### config.mk
export PLATFORM = sky130hd
export DESIGN_NAME = failed_attempt_lockout_timer_core_flat
export DESIGN_NICKNAME = d
export VERILOG_FILES = /design/src/hdl/falt_pkg.sv /design/src/hdl/falt_if.sv /design/src/hdl/falt_delay.sv /design/src/hdl/failed_attempt_lockout_timer_core.sv /design/src/flat_wrapper.sv
export SDC_FILE = /design/constraint.sdc
export NUM_CORES = 1
export LEC_CHECK = 0
export BUFFER_PORTS_ARGS = -buffer_cell sky130_fd_sc_hd__buf_2
export CORE_AREA = 3 3 40 42
export DETAILED_ROUTE_END_ITERATION = 10
export DIE_AREA = 0 0 43 45
export GPL_ROUTABILITY_DRIVEN = 0
export SYNTH_ARGS = -nofsm -noshare
export SYNTH_HDL_FRONTEND = slang
export SYNTH_SLANG_ARGS = --single-unit
### constraint.sdc
create_clock -name i_clk -period 1.32 [get_ports i_clk]
set_clock_uncertainty 0.15 [all_clocks]
set_input_delay 0.264 -clock i_clk [delete_from_list [all_inputs] [get_ports i_clk]]
set_output_delay 0.264 -clock i_clk [all_outputs]
set_load 0.05 [all_outputs]
### src/hdl/falt_pkg.sv
// Package for the failed-attempt lockout timer: item types, opcodes, register
// indexes, reset values and the status/control structs between the core and
// the delay tracker. No dependencies.
`default_nettype none

package falt_pkg;

    // Time width default; the top level carries it as a parameter.
    localparam int TIME_BITS_DEF = 48;
    localparam int NOW_W         = 48;

    localparam logic [30:0] COUNT_MAX = 31'h7FFF_FFFF;
    localparam logic [31:0] U32_MAX   = 32'hFFFF_FFFF;

    // Opcodes
    typedef logic [1:0] t_opcode;
    localparam t_opcode OP_QUERY = 2'd0;
    localparam t_opcode OP_FAIL  = 2'd1;
    localparam t_opcode OP_RESET = 2'd2;

    // Configuration register indexes
    typedef logic [1:0] t_cfg_idx;
    localparam t_cfg_idx CFG_ENABLED       = 2'd0;
    localparam t_cfg_idx CFG_FREE_FAILURES = 2'd1;
    localparam t_cfg_idx CFG_DELAY_STEP    = 2'd2;
    localparam t_cfg_idx CFG_MAX_DELAY     = 2'd3;

    // Configuration reset values
    localparam logic        RST_ENABLED       = 1'b0;
    localparam logic [7:0]  RST_FREE_FAILURES = 8'd3;
    localparam logic [31:0] RST_DELAY_STEP    = 32'd300_000;
    localparam logic [31:0] RST_MAX_DELAY     = 32'd86_400_000;

    typedef struct packed {
        t_opcode          opcode;
        logic [NOW_W-1:0] now_ms;
    } t_in_item;

    typedef struct packed {
        logic [31:0] remaining_ms;
        logic        locked;
        logic [30:0] failure_count;
    } t_out_item;

    // Core -> delay tracker
    typedef struct packed {
        logic advance;   // failure counted, count moves up by one
        logic clear;     // count returns to zero
    } t_dly_ctl;

    // Delay tracker -> core
    typedef struct packed {
        logic        busy;     // recomputing after reset or a register write
        logic [31:0] d_cur;    // capped delay for the current count
        logic [31:0] d_next;   // capped delay for the count plus one
    } t_dly_sts;

endpackage

`default_nettype wire

### src/hdl/falt_if.sv
// Valid/ready stream interface for the lockout timer, payload type as a
// parameter. No dependencies.
`default_nettype none

interface falt_if #(
    parameter type T = logic
) ();
    logic valid;
    logic ready;
    T     data;

    modport source (output valid, output data, input ready);
    modport sink   (input valid, input data, output ready);
endinterface

`default_nettype wire

### src/hdl/falt_delay.sv
// Delay tracker: keeps the capped delay for the current and the next failure
// count, stepped by additions, rebuilt by one multiply after reset/config.
// Depends on falt_pkg.
`default_nettype none

module falt_delay (
    input  wire logic              i_clk,
    input  wire logic              i_rst_n,
    input  wire logic              i_cfg_we,
    input  wire logic [30:0]       i_fail_count,
    input  wire logic [7:0]        i_free_failures,
    input  wire logic [31:0]       i_delay_step,
    input  wire logic [31:0]       i_max_delay,
    input  wire falt_pkg::t_dly_ctl i_ctl,
    output falt_pkg::t_dly_sts     o_sts
);
    import falt_pkg::*;

    localparam logic [1:0] PH_IDLE = 2'd0;
    localparam logic [1:0] PH_MUL  = 2'd1;
    localparam logic [1:0] PH_LOAD = 2'd2;

    logic [1:0]  r_phase, n_phase;
    logic [63:0] r_prod;    // steps(count+1) * step, from the multiplier
    logic [63:0] r_pnext;   // uncapped delay for count+1
    logic [31:0] r_dcur;
    logic [31:0] r_dnext;

    logic [31:0] w_c2;
    logic        w_above;
    logic [31:0] w_k;
    logic [63:0] w_mul;
    logic [63:0] w_adv_p;
    logic [64:0] w_sub;
    logic [63:0] w_clr_p;
    logic [31:0] w_clr_dcur;

    function automatic logic [31:0] cap(input logic [63:0] p, input logic [31:0] m);
        return (p > {32'd0, m}) ? m : p[31:0];
    endfunction

    // count + 2 >= free_failures: count+1 is at or past the threshold
    assign w_c2    = {1'b0, i_fail_count} + 32'd2;
    assign w_above = w_c2 >= {24'd0, i_free_failures};
    assign w_k     = w_above ? (w_c2 - {24'd0, i_free_failures}) : '0;
    assign w_mul   = {32'd0, w_k} * {32'd0, i_delay_step};

    assign w_adv_p = w_above ? (r_pnext + {32'd0, i_delay_step}) : '0;
    assign w_sub   = {1'b0, r_prod} - {33'd0, i_delay_step};

    always_comb begin
        priority if (i_free_failures == 8'd0) begin
            w_clr_p = {31'd0, i_delay_step, 1'b0};
        end else if (i_free_failures == 8'd1) begin
            w_clr_p = {32'd0, i_delay_step};
        end else begin
            w_clr_p = '0;
        end
    end

    assign w_clr_dcur = (i_free_failures == 8'd0) ?
                        cap({32'd0, i_delay_step}, i_max_delay) : '0;

    always_comb begin
        unique case (r_phase)
            PH_MUL:  n_phase = PH_LOAD;
            PH_LOAD: n_phase = PH_IDLE;
            default: n_phase = PH_IDLE;
        endcase
        if (i_cfg_we) begin
            n_phase = PH_MUL;
        end
    end

    always_ff @(posedge i_clk) begin
        if (!i_rst_n) begin
            r_phase <= PH_MUL;
        end else begin
            r_phase <= n_phase;
        end
    end

    always_ff @(posedge i_clk) begin
        if (r_phase == PH_MUL) begin
            r_prod <= w_mul;
        end
        priority if (r_phase == PH_LOAD) begin
            r_pnext <= r_prod;
            r_dnext <= cap(r_prod, i_max_delay);
            r_dcur  <= w_sub[64] ? '0 : cap(w_sub[63:0], i_max_delay);
        end else if (i_ctl.advance) begin
            r_dcur  <= r_dnext;
            r_pnext <= w_adv_p;
            r_dnext <= cap(w_adv_p, i_max_delay);
        end else if (i_ctl.clear) begin
            r_dcur  <= w_clr_dcur;
            r_pnext <= w_clr_p;
            r_dnext <= cap(w_clr_p, i_max_delay);
        end else begin
            r_dcur  <= r_dcur;
        end
    end

    assign o_sts.busy   = r_phase != PH_IDLE;
    assign o_sts.d_cur  = r_dcur;
    assign o_sts.d_next = r_dnext;

endmodule

`default_nettype wire

### src/hdl/failed_attempt_lockout_timer_core.sv
// Failed-attempt lockout timer, top level. Depends on falt_pkg, falt_if and
// falt_delay.
`default_nettype none

// Lockout timer against guessing attacks. Each input item carries an opcode
// (query, record failure, reset failures) and the current time in ms; each
// item yields exactly one result item with the remaining lockout time, a
// locked flag and the failure count after the event. Throughput is one item
// per clock while the output is not stalled and the tracker is not busy: an
// item is registered in the input stage, where the whole update is done, and
// its result is then registered in the output register, which lets the next
// item enter the input stage while a result waits. The delay for the current
// and next count is kept precomputed by the delay tracker, so the per-item
// path is only adds and compares. After reset, and after every configuration
// write, the tracker rebuilds those delays with one multiply and then one
// load; input ready is low during that time and during the write cycle. Only
// the low TIME_BITS bits of now_ms are used (TIME_BITS 32..48).
module failed_attempt_lockout_timer_core #(
    parameter int TIME_BITS = falt_pkg::TIME_BITS_DEF
) (
    input  wire logic                   i_clk,
    input  wire logic                   i_rst_n,
    falt_if.sink                        i_in,
    falt_if.source                      o_out,
    input  wire logic                   i_cfg_we,
    input  wire falt_pkg::t_cfg_idx     i_cfg_idx,
    input  wire logic [31:0]            i_cfg_data
);
    import falt_pkg::*;

    localparam logic [TIME_BITS-1:0] TMAX = '1;

    // configuration
    logic        r_enabled;
    logic [7:0]  r_free_failures;
    logic [31:0] r_delay_step;
    logic [31:0] r_max_delay;

    // lockout state
    logic [30:0]          r_count, n_count;
    logic [TIME_BITS-1:0] r_start, n_start;
    logic [TIME_BITS-1:0] r_deadline, n_deadline;

    // input stage and output register
    logic      r_in_valid;
    t_in_item  r_in;
    logic      r_out_valid;
    t_out_item r_out;

    logic      w_out_free;
    logic      w_fire;
    logic      w_accept;

    t_dly_ctl  w_ctl;
    t_dly_sts  w_sts;

    logic [TIME_BITS-1:0] w_now;
    logic                 w_at_max;
    logic [31:0]          w_d_rec;
    logic [31:0]          w_d_sel;
    logic [TIME_BITS:0]   w_sum;
    logic                 w_sat;
    logic [TIME_BITS-1:0] w_new_deadline;
    logic [TIME_BITS-1:0] w_headroom;
    logic [31:0]          w_rem_restart;
    logic [TIME_BITS-1:0] w_diff;
    logic [31:0]          w_rem_live;
    logic [31:0]          w_rem;

    // ---------------- handshakes ----------------
    assign w_out_free  = !r_out_valid || o_out.ready;
    assign w_fire      = r_in_valid && w_out_free;
    assign i_in.ready  = (!r_in_valid || w_out_free) && !w_sts.busy && !i_cfg_we;
    assign w_accept    = i_in.valid && i_in.ready;
    assign o_out.valid = r_out_valid;
    assign o_out.data  = r_out;

    // ---------------- configuration ----------------
    always_ff @(posedge i_clk) begin
        if (!i_rst_n) begin
            r_enabled       <= RST_ENABLED;
            r_free_failures <= RST_FREE_FAILURES;
            r_delay_step    <= RST_DELAY_STEP;
            r_max_delay     <= RST_MAX_DELAY;
        end else if (i_cfg_we) begin
            unique case (i_cfg_idx)
                CFG_ENABLED:       r_enabled       <= i_cfg_data[0];
                CFG_FREE_FAILURES: r_free_failures <= i_cfg_data[7:0];
                CFG_DELAY_STEP:    r_delay_step    <= i_cfg_data;
                CFG_MAX_DELAY:     r_max_delay     <= i_cfg_data;
                default:           r_enabled       <= r_enabled;
            endcase
        end
    end

    // ---------------- delay tracker ----------------
    assign w_ctl.advance = w_fire && (r_in.opcode == OP_FAIL) && r_enabled && !w_at_max;
    assign w_ctl.clear   = w_fire && (r_in.opcode == OP_RESET);

    falt_delay u_delay (
        .i_clk           (i_clk),
        .i_rst_n         (i_rst_n),
        .i_cfg_we        (i_cfg_we),
        .i_fail_count    (r_count),
        .i_free_failures (r_free_failures),
        .i_delay_step    (r_delay_step),
        .i_max_delay     (r_max_delay),
        .i_ctl           (w_ctl),
        .o_sts           (w_sts)
    );

    // ---------------- per-item update ----------------
    assign w_now    = TIME_BITS'(r_in.now_ms);
    assign w_at_max = r_count == COUNT_MAX;
    // a saturated count keeps its delay
    assign w_d_rec  = w_at_max ? w_sts.d_cur : w_sts.d_next;
    assign w_d_sel  = (r_in.opcode == OP_FAIL) ? w_d_rec : w_sts.d_cur;

    // New lockout from now: deadline saturates at the top of the time range,
    // and then the remaining time is whatever headroom is left.
    assign w_sum          = {1'b0, w_now} + (TIME_BITS+1)'(w_d_sel);
    assign w_sat          = w_sum[TIME_BITS];
    assign w_new_deadline = w_sat ? TMAX : w_sum[TIME_BITS-1:0];
    assign w_headroom     = TMAX - w_now;
    assign w_rem_restart  = w_sat ? w_headroom[31:0] : w_d_sel;

    // Pending lockout, still running
    assign w_diff     = r_deadline - w_now;
    assign w_rem_live = (w_diff > TIME_BITS'(U32_MAX)) ? U32_MAX : w_diff[31:0];

    always_comb begin
        n_count    = r_count;
        n_start    = r_start;
        n_deadline = r_deadline;
        w_rem      = '0;
        unique case (r_in.opcode)
            OP_QUERY: begin
                if (r_enabled && (r_deadline != '0)) begin
                    priority if (w_sts.d_cur == '0) begin
                        n_start    = '0;
                        n_deadline = '0;
                    end else if (w_now < r_start) begin
                        // clock went backwards: full delay from now
                        n_start    = w_now;
                        n_deadline = w_new_deadline;
                        w_rem      = w_rem_restart;
                    end else if (w_now >= r_deadline) begin
                        n_start    = '0;
                        n_deadline = '0;
                    end else begin
                        w_rem      = w_rem_live;
                    end
                end
            end
            OP_FAIL: begin
                if (r_enabled) begin
                    n_count = w_at_max ? r_count : (r_count + 31'd1);
                    if (w_d_rec != '0) begin
                        n_start    = w_now;
                        n_deadline = w_new_deadline;
                        w_rem      = w_rem_restart;
                    end else begin
                        n_start    = '0;
                        n_deadline = '0;
                    end
                end
            end
            OP_RESET: begin
                n_count    = '0;
                n_start    = '0;
                n_deadline = '0;
            end
            default: begin
                n_count = r_count;
            end
        endcase
    end

    // ---------------- registers ----------------
    always_ff @(posedge i_clk) begin
        if (!i_rst_n) begin
            r_in_valid  <= 1'b0;
            r_out_valid <= 1'b0;
            r_count     <= '0;
            r_start     <= '0;
            r_deadline  <= '0;
        end else begin
            if (w_accept) begin
                r_in_valid <= 1'b1;
            end else if (w_fire) begin
                r_in_valid <= 1'b0;
            end
            if (w_fire) begin
                r_out_valid <= 1'b1;
                r_count     <= n_count;
                r_start     <= n_start;
                r_deadline  <= n_deadline;
            end else if (o_out.ready) begin
                r_out_valid <= 1'b0;
            end
        end
    end

    always_ff @(posedge i_clk) begin
        if (w_accept) begin
            r_in <= i_in.data;
        end
        if (w_fire) begin
            r_out.remaining_ms  <= w_rem;
            r_out.locked        <= w_rem != '0;
            r_out.failure_count <= n_count;
        end
    end

endmodule

`default_nettype wire

### src/flat_wrapper.sv
// flat-port wrapper written by rule: the top's interface ports become plain ports
module failed_attempt_lockout_timer_core_flat import falt_pkg::*;
#(
    parameter int TIME_BITS = falt_pkg::TIME_BITS_DEF
)
  (i_clk, i_rst_n, i_cfg_we, i_cfg_idx, i_cfg_data, i_in_valid, i_in_data, i_in_ready, o_out_valid, o_out_data, o_out_ready);
  falt_if i_in_i ();
  falt_if o_out_i ();
  input  wire logic i_clk;
  input  wire logic i_rst_n;
  input  wire logic i_cfg_we;
  input  wire falt_pkg::t_cfg_idx i_cfg_idx;
  input  wire logic [31:0] i_cfg_data;
  input wire logic [$bits(i_in_i.valid)-1:0] i_in_valid;
  input wire logic [$bits(i_in_i.data)-1:0] i_in_data;
  output wire logic [$bits(i_in_i.ready)-1:0] i_in_ready;
  output wire logic [$bits(o_out_i.valid)-1:0] o_out_valid;
  output wire logic [$bits(o_out_i.data)-1:0] o_out_data;
  input wire logic [$bits(o_out_i.ready)-1:0] o_out_ready;
  assign i_in_i.valid = i_in_valid;
  assign i_in_i.data = i_in_data;
  assign i_in_ready = i_in_i.ready;
  assign o_out_valid = o_out_i.valid;
  assign o_out_data = o_out_i.data;
  assign o_out_i.ready = o_out_ready;
  failed_attempt_lockout_timer_core #(.TIME_BITS(TIME_BITS)) u_core (.i_clk(i_clk), .i_rst_n(i_rst_n), .i_in(i_in_i), .o_out(o_out_i), .i_cfg_we(i_cfg_we), .i_cfg_idx(i_cfg_idx), .i_cfg_data(i_cfg_data));
endmodule
==> Yosys cells after proc, flatten, opt, wreduce, memory -nomap -nowiden <==
Cells that the tools add are included.
{ "totals": {"latch_bits": 0, "in_bits": 40, "mem_bits_ro": 0, "memories": 0, "register_bits": 4, "wordCells": 24, "output_inout_bits": 3, "ramBits": 0} }
{ "classes": {"n_reduce_logical": 14, "n_eq_ne": 1, "mux": 5, "n_bitwise": 1, "n_addsub": 0, "div_mod_pow": 0, "n_lt_le_gt_ge": 0, "shifts": 0, "mul": 0} }
{ "ops": {"columns": ["op", "n"], "rows": [
  ["nonzero test 2 bit", 3],
  ["logical AND 1 bit", 4],
  ["logical NOT 1 bit", 4],
  ["2-to-1 mux 1 bit", 4],
  ["equality test 2 x 1 -> 1 bit, second input constant", 1],
  ["logical OR 1 bit", 2],
  ["2-to-1 mux 2 bit", 1],
  ["OR reduction 2 bit", 1],
  ["NOT 1 bit", 1]
]} }

==> Depth between registers and ports, before layout <==
Gate-level depths: netlist of run 1.
{ "logic_depth": {"ltp_word": 7, "mapped_depth": 2, "ltp_nobuf": 2} }

==> Modules after synthesis <==
Synthesis of run 1 repeated with hierarchy kept, for this count alone.
{ "unflattened": {"cells_unflattened": 6476, "hier_area_um2": 56797.0} }
{ "modules_own_cells": {"columns": ["module", "cells_each", "seq_area_each_um2", "area_each_um2", "instances"], "rows": [
  ["falt_delay", 6172, 5805.6, 53844.1, 1],
  ["failed_attempt_lockout_timer_core", 304, 1481.4, 2952.8, 1]
]} }

==> Worst setup path after synthesis of run 1 <==
No wires, ideal clock.
{ "synth_timing": {"path_kind": "register to output", "startpoint": "register u_core.r_out_valid, in the netlist u_core.o_out.valid", "endpoint": "output port i_in_ready", "slack_ns": -1.306, "path_stages_with_launch": 3, "path_buffers": 0, "t_arrival_ns": 2.212, "required_ns": 0.906, "path_cell_list": "dfxtp_1 and3b_2 nor4_1"} }
{ "synth_via": {"elab_chain_len": 5} }
{ "synth_lines": {"columns": ["item", "line_no", "rtl"], "rows": [
  ["start: declaration", "failed_attempt_lockout_timer_core.sv:47", "logic r_out_valid;"],
  ["start signal: assignment", "failed_attempt_lockout_timer_core.sv:183", "r_out_valid <= 1'b0;"],
  ["start signal: assignment", "failed_attempt_lockout_timer_core.sv:194", "r_out_valid <= 1'b1;"],
  ["start signal: assignment", "failed_attempt_lockout_timer_core.sv:199", "r_out_valid <= 1'b0;"],
  ["logical NOT 1 bit", "failed_attempt_lockout_timer_core.sv:71", "assign w_out_free = !r_out_valid || o_out.ready;"],
  ["logical OR 1 bit", "failed_attempt_lockout_timer_core.sv:71", null],
  ["logical OR 1 bit", "failed_attempt_lockout_timer_core.sv:73", "assign i_in.ready = (!r_in_valid || w_out_free) && !w_sts.busy && !i_cfg_we;"],
  ["logical AND 1 bit (2 in a row)", "failed_attempt_lockout_timer_core.sv:73", null],
  ["end: declaration", "flat_wrapper.sv:16", "output wire logic [$bits(i_in_i.ready)-1:0] i_in_ready;"]
]} }
No other way between the ends.

==> Worst setup path after layout of run 1 <==
Ends and elaborated chain as after synthesis.

==> impl_metrics.env, run 1 <==
export IMPL_grt_pass1_vias=130
export IMPL_ir_worst_vdd_mv=0.240
export IMPL_synth_seq_area_share=0.478
export IMPL_hold_depth=2
export IMPL_layout_setup_ws_ns=-0.203
export IMPL_reg2reg_slack_ns=0.27
export IMPL_whs_endpoint="u_core.u_delay.r_phase[0]"
export IMPL_clock_sinks=4
export IMPL_path_clk_slew_ns=0.04
export IMPL_synthAdderAreaFrac=0
export IMPL_p_total_uw=331
export IMPL_synth_compound_gate_area_share=0.0896
export IMPL_synth_xor_area_frac=0
export IMPL_power_density_nw_per_um2=1190
export IMPL_clockBufferDepth=2
export IMPL_initial_core_util=0.130
export IMPL_tritoncts="done"
export IMPL_yosys_warnings=0
export IMPL_grt_total_usage=0.0433
export IMPL_rows=13
export IMPL_switching_share=0.229
export IMPL_area_delta_synth_final_pct=65.7
export IMPL_seq_power_share=0.387
export IMPL_met3_length_um=57
export IMPL_overflow=0
export IMPL_fmax_mhz=657
export IMPL_postRouteAntennaNets=0
export IMPL_synthCells=14
export IMPL_grt_pass1_wl_um=538
export IMPL_worstPathArrival_ns=1.11
export IMPL_power_frac_comb=0.119
export IMPL_synthMuxAreaShare=0
export IMPL_crit_type="reg2out"
export IMPL_die_w_um=43
export IMPL_wl_met1_um=133
export IMPL_setup_violations=1
export IMPL_regToRegEndpoint="u_core.o_out.valid"
export IMPL_status="complete, but fails checks"
export IMPL_n_fill_cell=144
export IMPL_min_delay_start="i_rst_n"
export IMPL_drive_above_1_share=0.680
export IMPL_end_kind="primary output"
export IMPL_p_int_uw=255
export IMPL_via_count=138
export IMPL_p_leak_uw=0.000122
export IMPL_routedWlPerCell_um=8.40
export IMPL_synthesis_area_sq_um=168
export IMPL_synth_avg_cell_area_sq_um=12.0
export IMPL_wl_um=336
export IMPL_p_switching_uw=75.6
export IMPL_startpoint_type="flop"
export IMPL_netlist_area_leader_share=0.478
export IMPL_dieHeight_um=45
export IMPL_cts_max_level=1
export IMPL_synth_cell_types=10
export IMPL_rsz0062_at_grt="true"
export IMPL_crit_chain="and3b_2, nor4_4, buf_6"
export IMPL_clkPwrFrac=0.494
export IMPL_synth_nets=54
export IMPL_viasPerCell=3.45
export IMPL_synth_area_leaders="dfxtp_1, nor4b_2, o21a_1"
export IMPL_drv_cap=0
export IMPL_cts_buffers_inserted=3
export IMPL_drc=0
export IMPL_finalCriticalPeriod_ns=1.52
export IMPL_post_place_ws_ns=-0.171
export IMPL_insertion_delay_ns=0.22
export IMPL_crit_path_max_fanout=2
export IMPL_drtPass1Iterations=1
export IMPL_drt_iter0_markers=0
export IMPL_final_max_slew_viol_count=0
export IMPL_fin_util=0.216
export IMPL_dieArea_sq_um=1940
export IMPL_reg2regPathDepth=3
export IMPL_coreArea_sq_um=1280
export IMPL_antenna_cells=0
export IMPL_violations="negative setup slack"
export IMPL_synth_top_family_by_area="simple AND/OR/NAND/NOR gates"
export IMPL_clockRootBuffer="clkbuf_4"
export IMPL_port_buffer_count=6
export IMPL_final_setup_tns_ns=-0.203
export IMPL_crit_path_max_incr_delay_ns=0.33
export IMPL_setup_worst_path_start="u_core.o_out.valid"
export IMPL_hold_violations=0
export IMPL_grt_max_degree=4
export IMPL_yosys_area_share_simple=0.366
export IMPL_fin_crit_sh=1.15
export IMPL_crit_required_ns=0.91
export IMPL_num_io_pins=43
export IMPL_rr_startpoint="u_core.o_out.valid"
export IMPL_hold_path_class="in2reg"
export IMPL_wl_met2_um=145
export IMPL_synth_seq_cells=4
export IMPL_fin_nets=66
export IMPL_crit_slowest_cell="dfxtp_4"
export IMPL_dr_max_layer_used="met3"
export IMPL_antenna_found_initial=0
export IMPL_synth_top_area_cell="dfxtp_1"
==> power groups by stage <==
stage | combinational [uW] | clock [uW] | sequential, uW
finish | 39.3 | 163 | 128
global route | 42.1 | 179 | 128
CTS | 39.8 | 173 | 128
detailed placement | 37.6 | 0 | 130
global placement | 36.8 | 0 | 130
floorplan | 22.5 | 0 | 132
==> synth_stat cells (all sizes together) <==
cell type / number
dfxtp: 4
o21a: 2
and2b: 1
and3b: 1
buf: 1
conb: 1
nand2b: 1
nor3b: 1
nor4: 1
nor4b: 1
==> cells in the final DEF (no fill, tap or decap) <==
cell type,count
and2b_2,1
and3b_2,1
buf_2,4
buf_4,3
buf_6,1
clkbuf_1,1
clkbuf_4,3
conb_1,1
dfxtp_1,3
dfxtp_4,1
nand2b_4,1
nor3b_1,1
nor4_4,1
nor4b_2,1
o21a_1,2
==> per-stage QoR <==
step | cells | cell area [sq um] | hold WS, ns
after floorplan | 14 | 186 | 0.188
after global placement | 36 | 243 | 0.302
after detailed placement | 36 | 243 | 0.308
after CTS | 40 | 278 | 0.109
after global routing | 40 | 278 | 0.122
final | 40 | 278 | 0.116
==> kinds of logic after synthesis <==
family          after synthesis
simple gates                  6
flops                         4
other cells                   1
compound gates                2
buf+inv                       1
==> sequential cells by signal (all words and copies together) (netlist names) <==
signal	count
u_core.u_delay.r_phase	2
u_core.r_in_valid	1
u_core.o_out.valid	1
==> worst max-delay path: cells and delay by family (launching register included) <==
family                 cells  cell delay [ns]
buffers and inverters      1             0.19
DFF                        1             0.33
and+or+nand+nor            2             0.35
==> metal layers <==
metal,up-vias,GRT usage
met2,8,0.0479
met1,61,0.0459
met3,0,0.0319
met5,-,0
met4,0,0.0542
li1,69,-
==> cell type report <==
class,count,area [sq um],area share
repair buffers,8,53.8,0.194
multi-input cells,9,95.1,0.342
clock buffers,4,26.3,0.0946
well taps,15,18.8,0.0676
flip-flops and latches,4,83.8,0.302
==> timing repair <==
| action | in CTS | in global routing |
|---|---|---|
| pin swaps | 1 | 0 |
| gates resized for setup | 3 | 0 |
| endpoints found under the hold margin | 0 | 0 |
| setup buffers | 0 | 0 |
| endpoints found under the setup margin | 2 | 1 |
| hold buffers | 0 | 0 |
==> worst max path at each step <==
stage,end,slack [ns]
3_3_place_gp,i_in_ready,-0.16
2_1_floorplan,i_in_ready,-0.32
4_1_cts,i_in_ready,-0.23
3_5_place_dp,i_in_ready,-0.17
6_report,i_in_ready,-0.20
5_1_grt,i_in_ready,-0.28
Power figures use the tool's default switching activity.
==> run 2: changes to the inputs <==
==> constraint.sdc (replaced) <==
create_clock -name i_clk -period 1.7 [get_ports i_clk]
set_clock_uncertainty 0.15 [all_clocks]
set_input_delay 0.34 -clock i_clk [delete_from_list [all_inputs] [get_ports i_clk]]
set_output_delay 0.34 -clock i_clk [all_outputs]
set_load 0.05 [all_outputs]
==> run 2 against run 1 <==
  * The flow now finishes without violations
  * Critical path depth stayed put
  * Utilization is 1.4 points lower
  * First-iteration DRC count is the same
  * Die area unchanged
  * Sequential share of layout area is 2.0 points higher
  * Sequential cell count stayed put
  * Global-route usage increased by 0.25 points
  * Critical path type unchanged
  * Highest routed layer unchanged
==> impl_metrics.env, run 2 (synthesis results as in run 1) <==
export IMPL_rsz0062_at_grt="true"
export IMPL_final_max_slew_viol_count=0
export IMPL_hold_violations=0
export IMPL_crit_chain="and3b_2, nor4_4, buf_6"
export IMPL_crit_type="reg2out"
export IMPL_port_buffer_count=6
export IMPL_mostFrequentLayoutCells="buf_2, clkbuf_4, dfxtp_1, o21a_1"
export IMPL_setup_violations=0
export IMPL_fin_crit_sh=0.948
export IMPL_drive_above_1_share=0.652
export IMPL_p_int_uw=196
export IMPL_startpoint_type="flop"
export IMPL_path_clk_slew_ns=0.04
export IMPL_reg2reg_slack_ns=0.71
export IMPL_postRouteAntennaNets=0
export IMPL_post_place_ws_ns=0.0491
export IMPL_reg2regPathDepth=2
export IMPL_overflow=0
export IMPL_end_kind="primary output"
export IMPL_ir_worst_vdd_mv=0.171
export IMPL_crit_path_max_fanout=3
export IMPL_cts_max_level=1
export IMPL_cts_buffers_inserted=3
export IMPL_largest_reg_flops=2
export IMPL_antenna_found_initial=0
export IMPL_drv_cap=0
export IMPL_min_delay_start="i_rst_n"
export IMPL_dieArea_sq_um=1940
export IMPL_top_register="u_core.u_delay.r_phase"
export IMPL_drt_iter0_markers=0
export IMPL_clock_sinks=4
export IMPL_setup_worst_path_start="u_core.o_out.valid"
export IMPL_wl_um=320
export IMPL_clockBufferDepth=2
export IMPL_n_fill_cell=154
export IMPL_regToRegEndpoint="u_core.r_in_valid"
export IMPL_insertion_delay_ns=0.24
export IMPL_num_io_pins=43
export IMPL_fin_nets=64
export IMPL_power_frac_comb=0.107
export IMPL_layout_setup_ws_ns=0.0891
export IMPL_status="completed"
export IMPL_seq_power_share=0.391
export IMPL_critPathCapture="i_in_ready"
export IMPL_postCtsSetupBuffers=0
export IMPL_grt_max_degree=4
export IMPL_switching_share=0.233
export IMPL_tritoncts="done"
export IMPL_grt_pass1_vias=143
export IMPL_worstPathArrival_ns=1.12
export IMPL_fmax_mhz=621
export IMPL_rows=13
export IMPL_viasPerCell=3.45
export IMPL_coreArea_sq_um=1280
export IMPL_p_switching_uw=59.7
export IMPL_grt_pass1_wl_um=558
export IMPL_hold_path_class="in2reg"
export IMPL_drc=0
export IMPL_dieHeight_um=45
export IMPL_finalCriticalPeriod_ns=1.61
export IMPL_die_w_um=43
export IMPL_crit_slowest_cell="dfxtp_4"
export IMPL_holdBufCountCts=0
export IMPL_initial_core_util=0.130
export IMPL_crit_required_ns=1.21
export IMPL_grt_total_usage=0.0458
export IMPL_p_total_uw=256
export IMPL_rr_startpoint="u_core.o_out.valid"
export IMPL_crit_path_max_incr_delay_ns=0.33
export IMPL_clockRootBuffer="clkbuf_4"
export IMPL_drtPass1Iterations=1
export IMPL_area_delta_synth_final_pct=55.2
export IMPL_antenna_cells=0
export IMPL_clkPwrFrac=0.502
export IMPL_power_density_nw_per_um2=983
export IMPL_routedWlPerCell_um=8.42
export IMPL_via_count=131
export IMPL_p_leak_uw=0.000111
export IMPL_layout_commonest_cell="buf_2"
run 2: changes by cell type in the layout (fill, tap and decap cells not counted), sizes merged:
| cell | delta |
|---|---|
| buf | -2 |
run 2: power groups by stage:
| stage | Combinational, uW | Clock (uW) | Sequential [uW] |
|---|---|---|---|
| 3_5_place_dp | 26.3 | 0 | 102 |
| 3_3_place_gp | 25.8 | 0 | 101 |
| 5_1_grt | 29.4 | 145 | 101 |
| 4_1_cts | 27.7 | 137 | 100 |
| 6_report | 27.3 | 129 | 100 |
| 2_1_floorplan | 17.4 | 0 | 102 |
run 2: worst min-delay path by stage:
stage	depth (start not counted)	endpoint	slack, ns
after floorplan	1	u_core.u_delay.r_phase[0]	0.26
after global placement	1	u_core.o_out.valid	0.30
after detailed placement	1	u_core.o_out.valid	0.31
after CTS	2	u_core.u_delay.r_phase[0]	0.18
after global routing	2	u_core.u_delay.r_phase[0]	0.18
final	2	u_core.u_delay.r_phase[0]	0.19
run 2: metrics by stage:
stage / hold WS (ns) / utilization / setup TNS [ns] / instances / cell area (sq um)
CTS: 0.179 / 0.203 / 0 / 38 / 260
finish: 0.186 / 0.203 / 0 / 38 / 260
global placement: 0.302 / 0.177 / 0 / 34 / 228
floorplan: 0.264 / - / -0.0150 / 14 / 186
detailed placement: 0.307 / 0.177 / 0 / 34 / 228
global route: 0.184 / 0.203 / -0.00358 / 38 / 260
run 2: layer usage:
metal  GRT usage  wire [um]  vias up
li1            -          -       64
met5           0          0        -
met4      0.0723          0        0
met3      0.0279         53        0
met2      0.0539        150        8
met1      0.0434        117       59
run 2: layout make-up:
class | instances | area, sq um | share of cell area
timing repair buffer | 6 | 36.3 | 0.139
multi-input combinational | 9 | 95.1 | 0.365
clock buffer | 4 | 26.3 | 0.101
tap | 15 | 18.8 | 0.0721
sequential | 4 | 83.8 | 0.322
run 2: timing repair:
item	CTS	global route
resized for setup	2	0
endpoints found under the setup margin	1	1
pin swaps	1	0
run 2: critical path, delay by kind of cell (launching register included):
kind                   cells  cell delay [ns]
buffers and inverters      1             0.19
flip-flops                 1             0.33
AND/OR/NAND/NOR            2             0.36
==> run 3: changes to the inputs <==
--- a/config.mk
+++ b/config.mk
@@ -10,6 +10,7 @@
 export DETAILED_ROUTE_END_ITERATION = 10
 export DIE_AREA = 0 0 43 45
 export GPL_ROUTABILITY_DRIVEN = 0
+export SKIP_CTS_REPAIR_TIMING = 1
 export SYNTH_ARGS = -nofsm -noshare
 export SYNTH_HDL_FRONTEND = slang
 export SYNTH_SLANG_ARGS = --single-unit
==> constraint.sdc (replaced) <==
create_clock -name i_clk -period 2 [get_ports i_clk]
set_clock_uncertainty 0.15 [all_clocks]
set_input_delay 0.1 -clock i_clk [delete_from_list [all_inputs] [get_ports i_clk]]
set_output_delay 0.1 -clock i_clk [all_outputs]
set_load 0.05 [all_outputs]
==> run 3 against run 2 <==
  * Register-to-register slack improved by 0.32 ns
  * Utilization decreased by 0.19 points
  * Highest routed layer unchanged
  * Combinational power is 12% lower
  * Total power decreased by 19%
  * Critical path type unchanged
  * Worst hold slack worse by 0.13 ns
==> impl_metrics.env, run 3 (synthesis results as in run 1) <==
export IMPL_path_clk_slew_ns=0.04
export IMPL_grt_total_usage=0.0533
export IMPL_grt_max_degree=4
export IMPL_whs_endpoint="u_core.u_delay.r_phase[1]"
export IMPL_initial_core_util=0.130
export IMPL_dieHeight_um=45
export IMPL_regArea_sq_um=80.1
export IMPL_largest_reg_flops=2
export IMPL_crit_path_max_fanout=3
export IMPL_multiInputGateArea_sq_um=86.3
export IMPL_startpoint_type="flop"
export IMPL_overflow=0
export IMPL_finalCriticalPeriod_ns=1.43
export IMPL_hold_path_class="in2reg"
export IMPL_end_kind="primary output"
export IMPL_via_count=129
export IMPL_postRouteAntennaNets=0
export IMPL_viasPerCell=3.31
export IMPL_clock_sinks=4
export IMPL_regToRegEndpoint="u_core.r_in_valid"
export IMPL_p_switching_uw=46.7
export IMPL_fin_nets=66
export IMPL_final_setup_tns_ns=0
export IMPL_clkPwrFrac=0.472
export IMPL_n_fill_cell=141
export IMPL_top_register="u_core.u_delay.r_phase"
export IMPL_area_delta_synth_final_pct=53.7
export IMPL_insertion_delay_ns=0.23
export IMPL_tritoncts="done"
export IMPL_hold_depth=3
export IMPL_rsz0062_at_grt="false"
export IMPL_grt_pass1_vias=130
export IMPL_routedWlPerCell_um=8.62
export IMPL_wl_met1_um=152
export IMPL_p_int_uw=161
export IMPL_clockBufferDepth=2
export IMPL_antenna_cells=0
export IMPL_dp_hpwl_um=260
export IMPL_layout_commonest_cell="buf_2"
export IMPL_seq_power_share=0.412
export IMPL_crit_type="reg2out"
export IMPL_crit_required_ns=1.75
export IMPL_die_w_um=43
export IMPL_p_leak_uw=0.000114
export IMPL_grt_pass1_wl_um=565
export IMPL_clockRootBuffer="clkbuf_4"
export IMPL_drtPass1Iterations=3
export IMPL_worstPathArrival_ns=1.18
export IMPL_wl_um=336
export IMPL_cts_buffers_inserted=3
export IMPL_setup_worst_path_start="u_core.o_out.valid"
export IMPL_antenna_found_initial=0
export IMPL_drc=0
export IMPL_fin_crit_sh=0.716
export IMPL_wl_met2_um=121
export IMPL_switching_share=0.225
export IMPL_power_density_nw_per_um2=805
export IMPL_power_frac_comb=0.115
export IMPL_dr_max_layer_used="met3"
export IMPL_rows=13
export IMPL_fmax_mhz=699
export IMPL_coreArea_sq_um=1280
export IMPL_fin_util=0.201
export IMPL_crit_family="simple AND/OR/NAND/NOR gates"
export IMPL_drv_cap=0
export IMPL_port_buffer_count=6
export IMPL_crit_path_max_incr_delay_ns=0.31
export IMPL_crit_slowest_cell="dfxtp_1"
export IMPL_drt_iter0_markers=3
export IMPL_status="completed"
export IMPL_rr_startpoint="u_core.o_out.valid"
export IMPL_setup_violations=0
export IMPL_path_buf_inv=1
export IMPL_p_total_uw=207
export IMPL_drive_above_1_share=0.583
export IMPL_mostFrequentLayoutCells="buf_2, dfxtp_1, clkbuf_4, o21a_1, dlygate4sd3_1"
export IMPL_reg2reg_slack_ns=1.03
export IMPL_met3_length_um=61
export IMPL_hold_violations=0
export IMPL_ir_worst_vdd_mv=0.161
export IMPL_cts_max_level=1
export IMPL_reg2regPathDepth=2
export IMPL_dieArea_sq_um=1940
export IMPL_num_io_pins=43
export IMPL_final_max_slew_viol_count=0
export IMPL_min_delay_start="i_cfg_we"
export IMPL_crit_chain="and3b_2, nor4_2, buf_2"
[run 3: cell types whose count changed in the layout (fill, tap and decap cells not counted), sizes merged]
cell	before	now
clkbuf	4	3
dlygate4sd3	0	2
[run 3: layout make-up]
class	count	area share
Timing Repair Buffer	8	0.194
Tap cell	15	0.0728
Multi-Input combinational cell	9	0.335
Sequential cell	4	0.311
Clock buffer	3	0.0874
[run 3: worst max path at each step]
| stage | cells past startpoint | end |
|---|---|---|
| final | 3 | i_in_ready |
| after global routing | 3 | i_in_ready |
| after CTS | 3 | i_in_ready |
| after detailed placement | 3 | i_in_ready |
| after global placement | 3 | i_in_ready |
| after floorplan | 2 | i_in_ready |
[run 3: power groups by stage]
stage,logic (uW),registers [uW],clock network [uW]
detailed placement,21.1,86.8,0
finish,23.9,85.6,98.0
global placement,21.1,86.7,0
global route,25.6,85.9,117
floorplan,14.3,87.4,0
CTS,21.1,85.5,104
[run 3: tightest hold or removal path: cells and delay by family]
family        cells  cell delay (ns)
buf+inv           1             0.12
simple gates      2             0.17
[run 3: metal layers]
layer | vias up | global-route usage
met5 | - | 0
met4 | 0 | 0.0723
met3 | 0 | 0.0797
met2 | 8 | 0.0389
met1 | 53 | 0.0459
li1 | 68 | -
[run 3: per-stage QoR]
stage,instances,worst slack [ns],cell area [sq um],hold slack (ns)
2_1_floorplan,14,0.129,174,0.0242
3_3_place_gp,34,0.810,215,0.180
3_5_place_dp,34,0.801,215,0.178
4_1_cts,37,0.548,238,-0.0645
5_1_grt,39,0.484,258,0.0633
6_report,39,0.568,258,0.0586
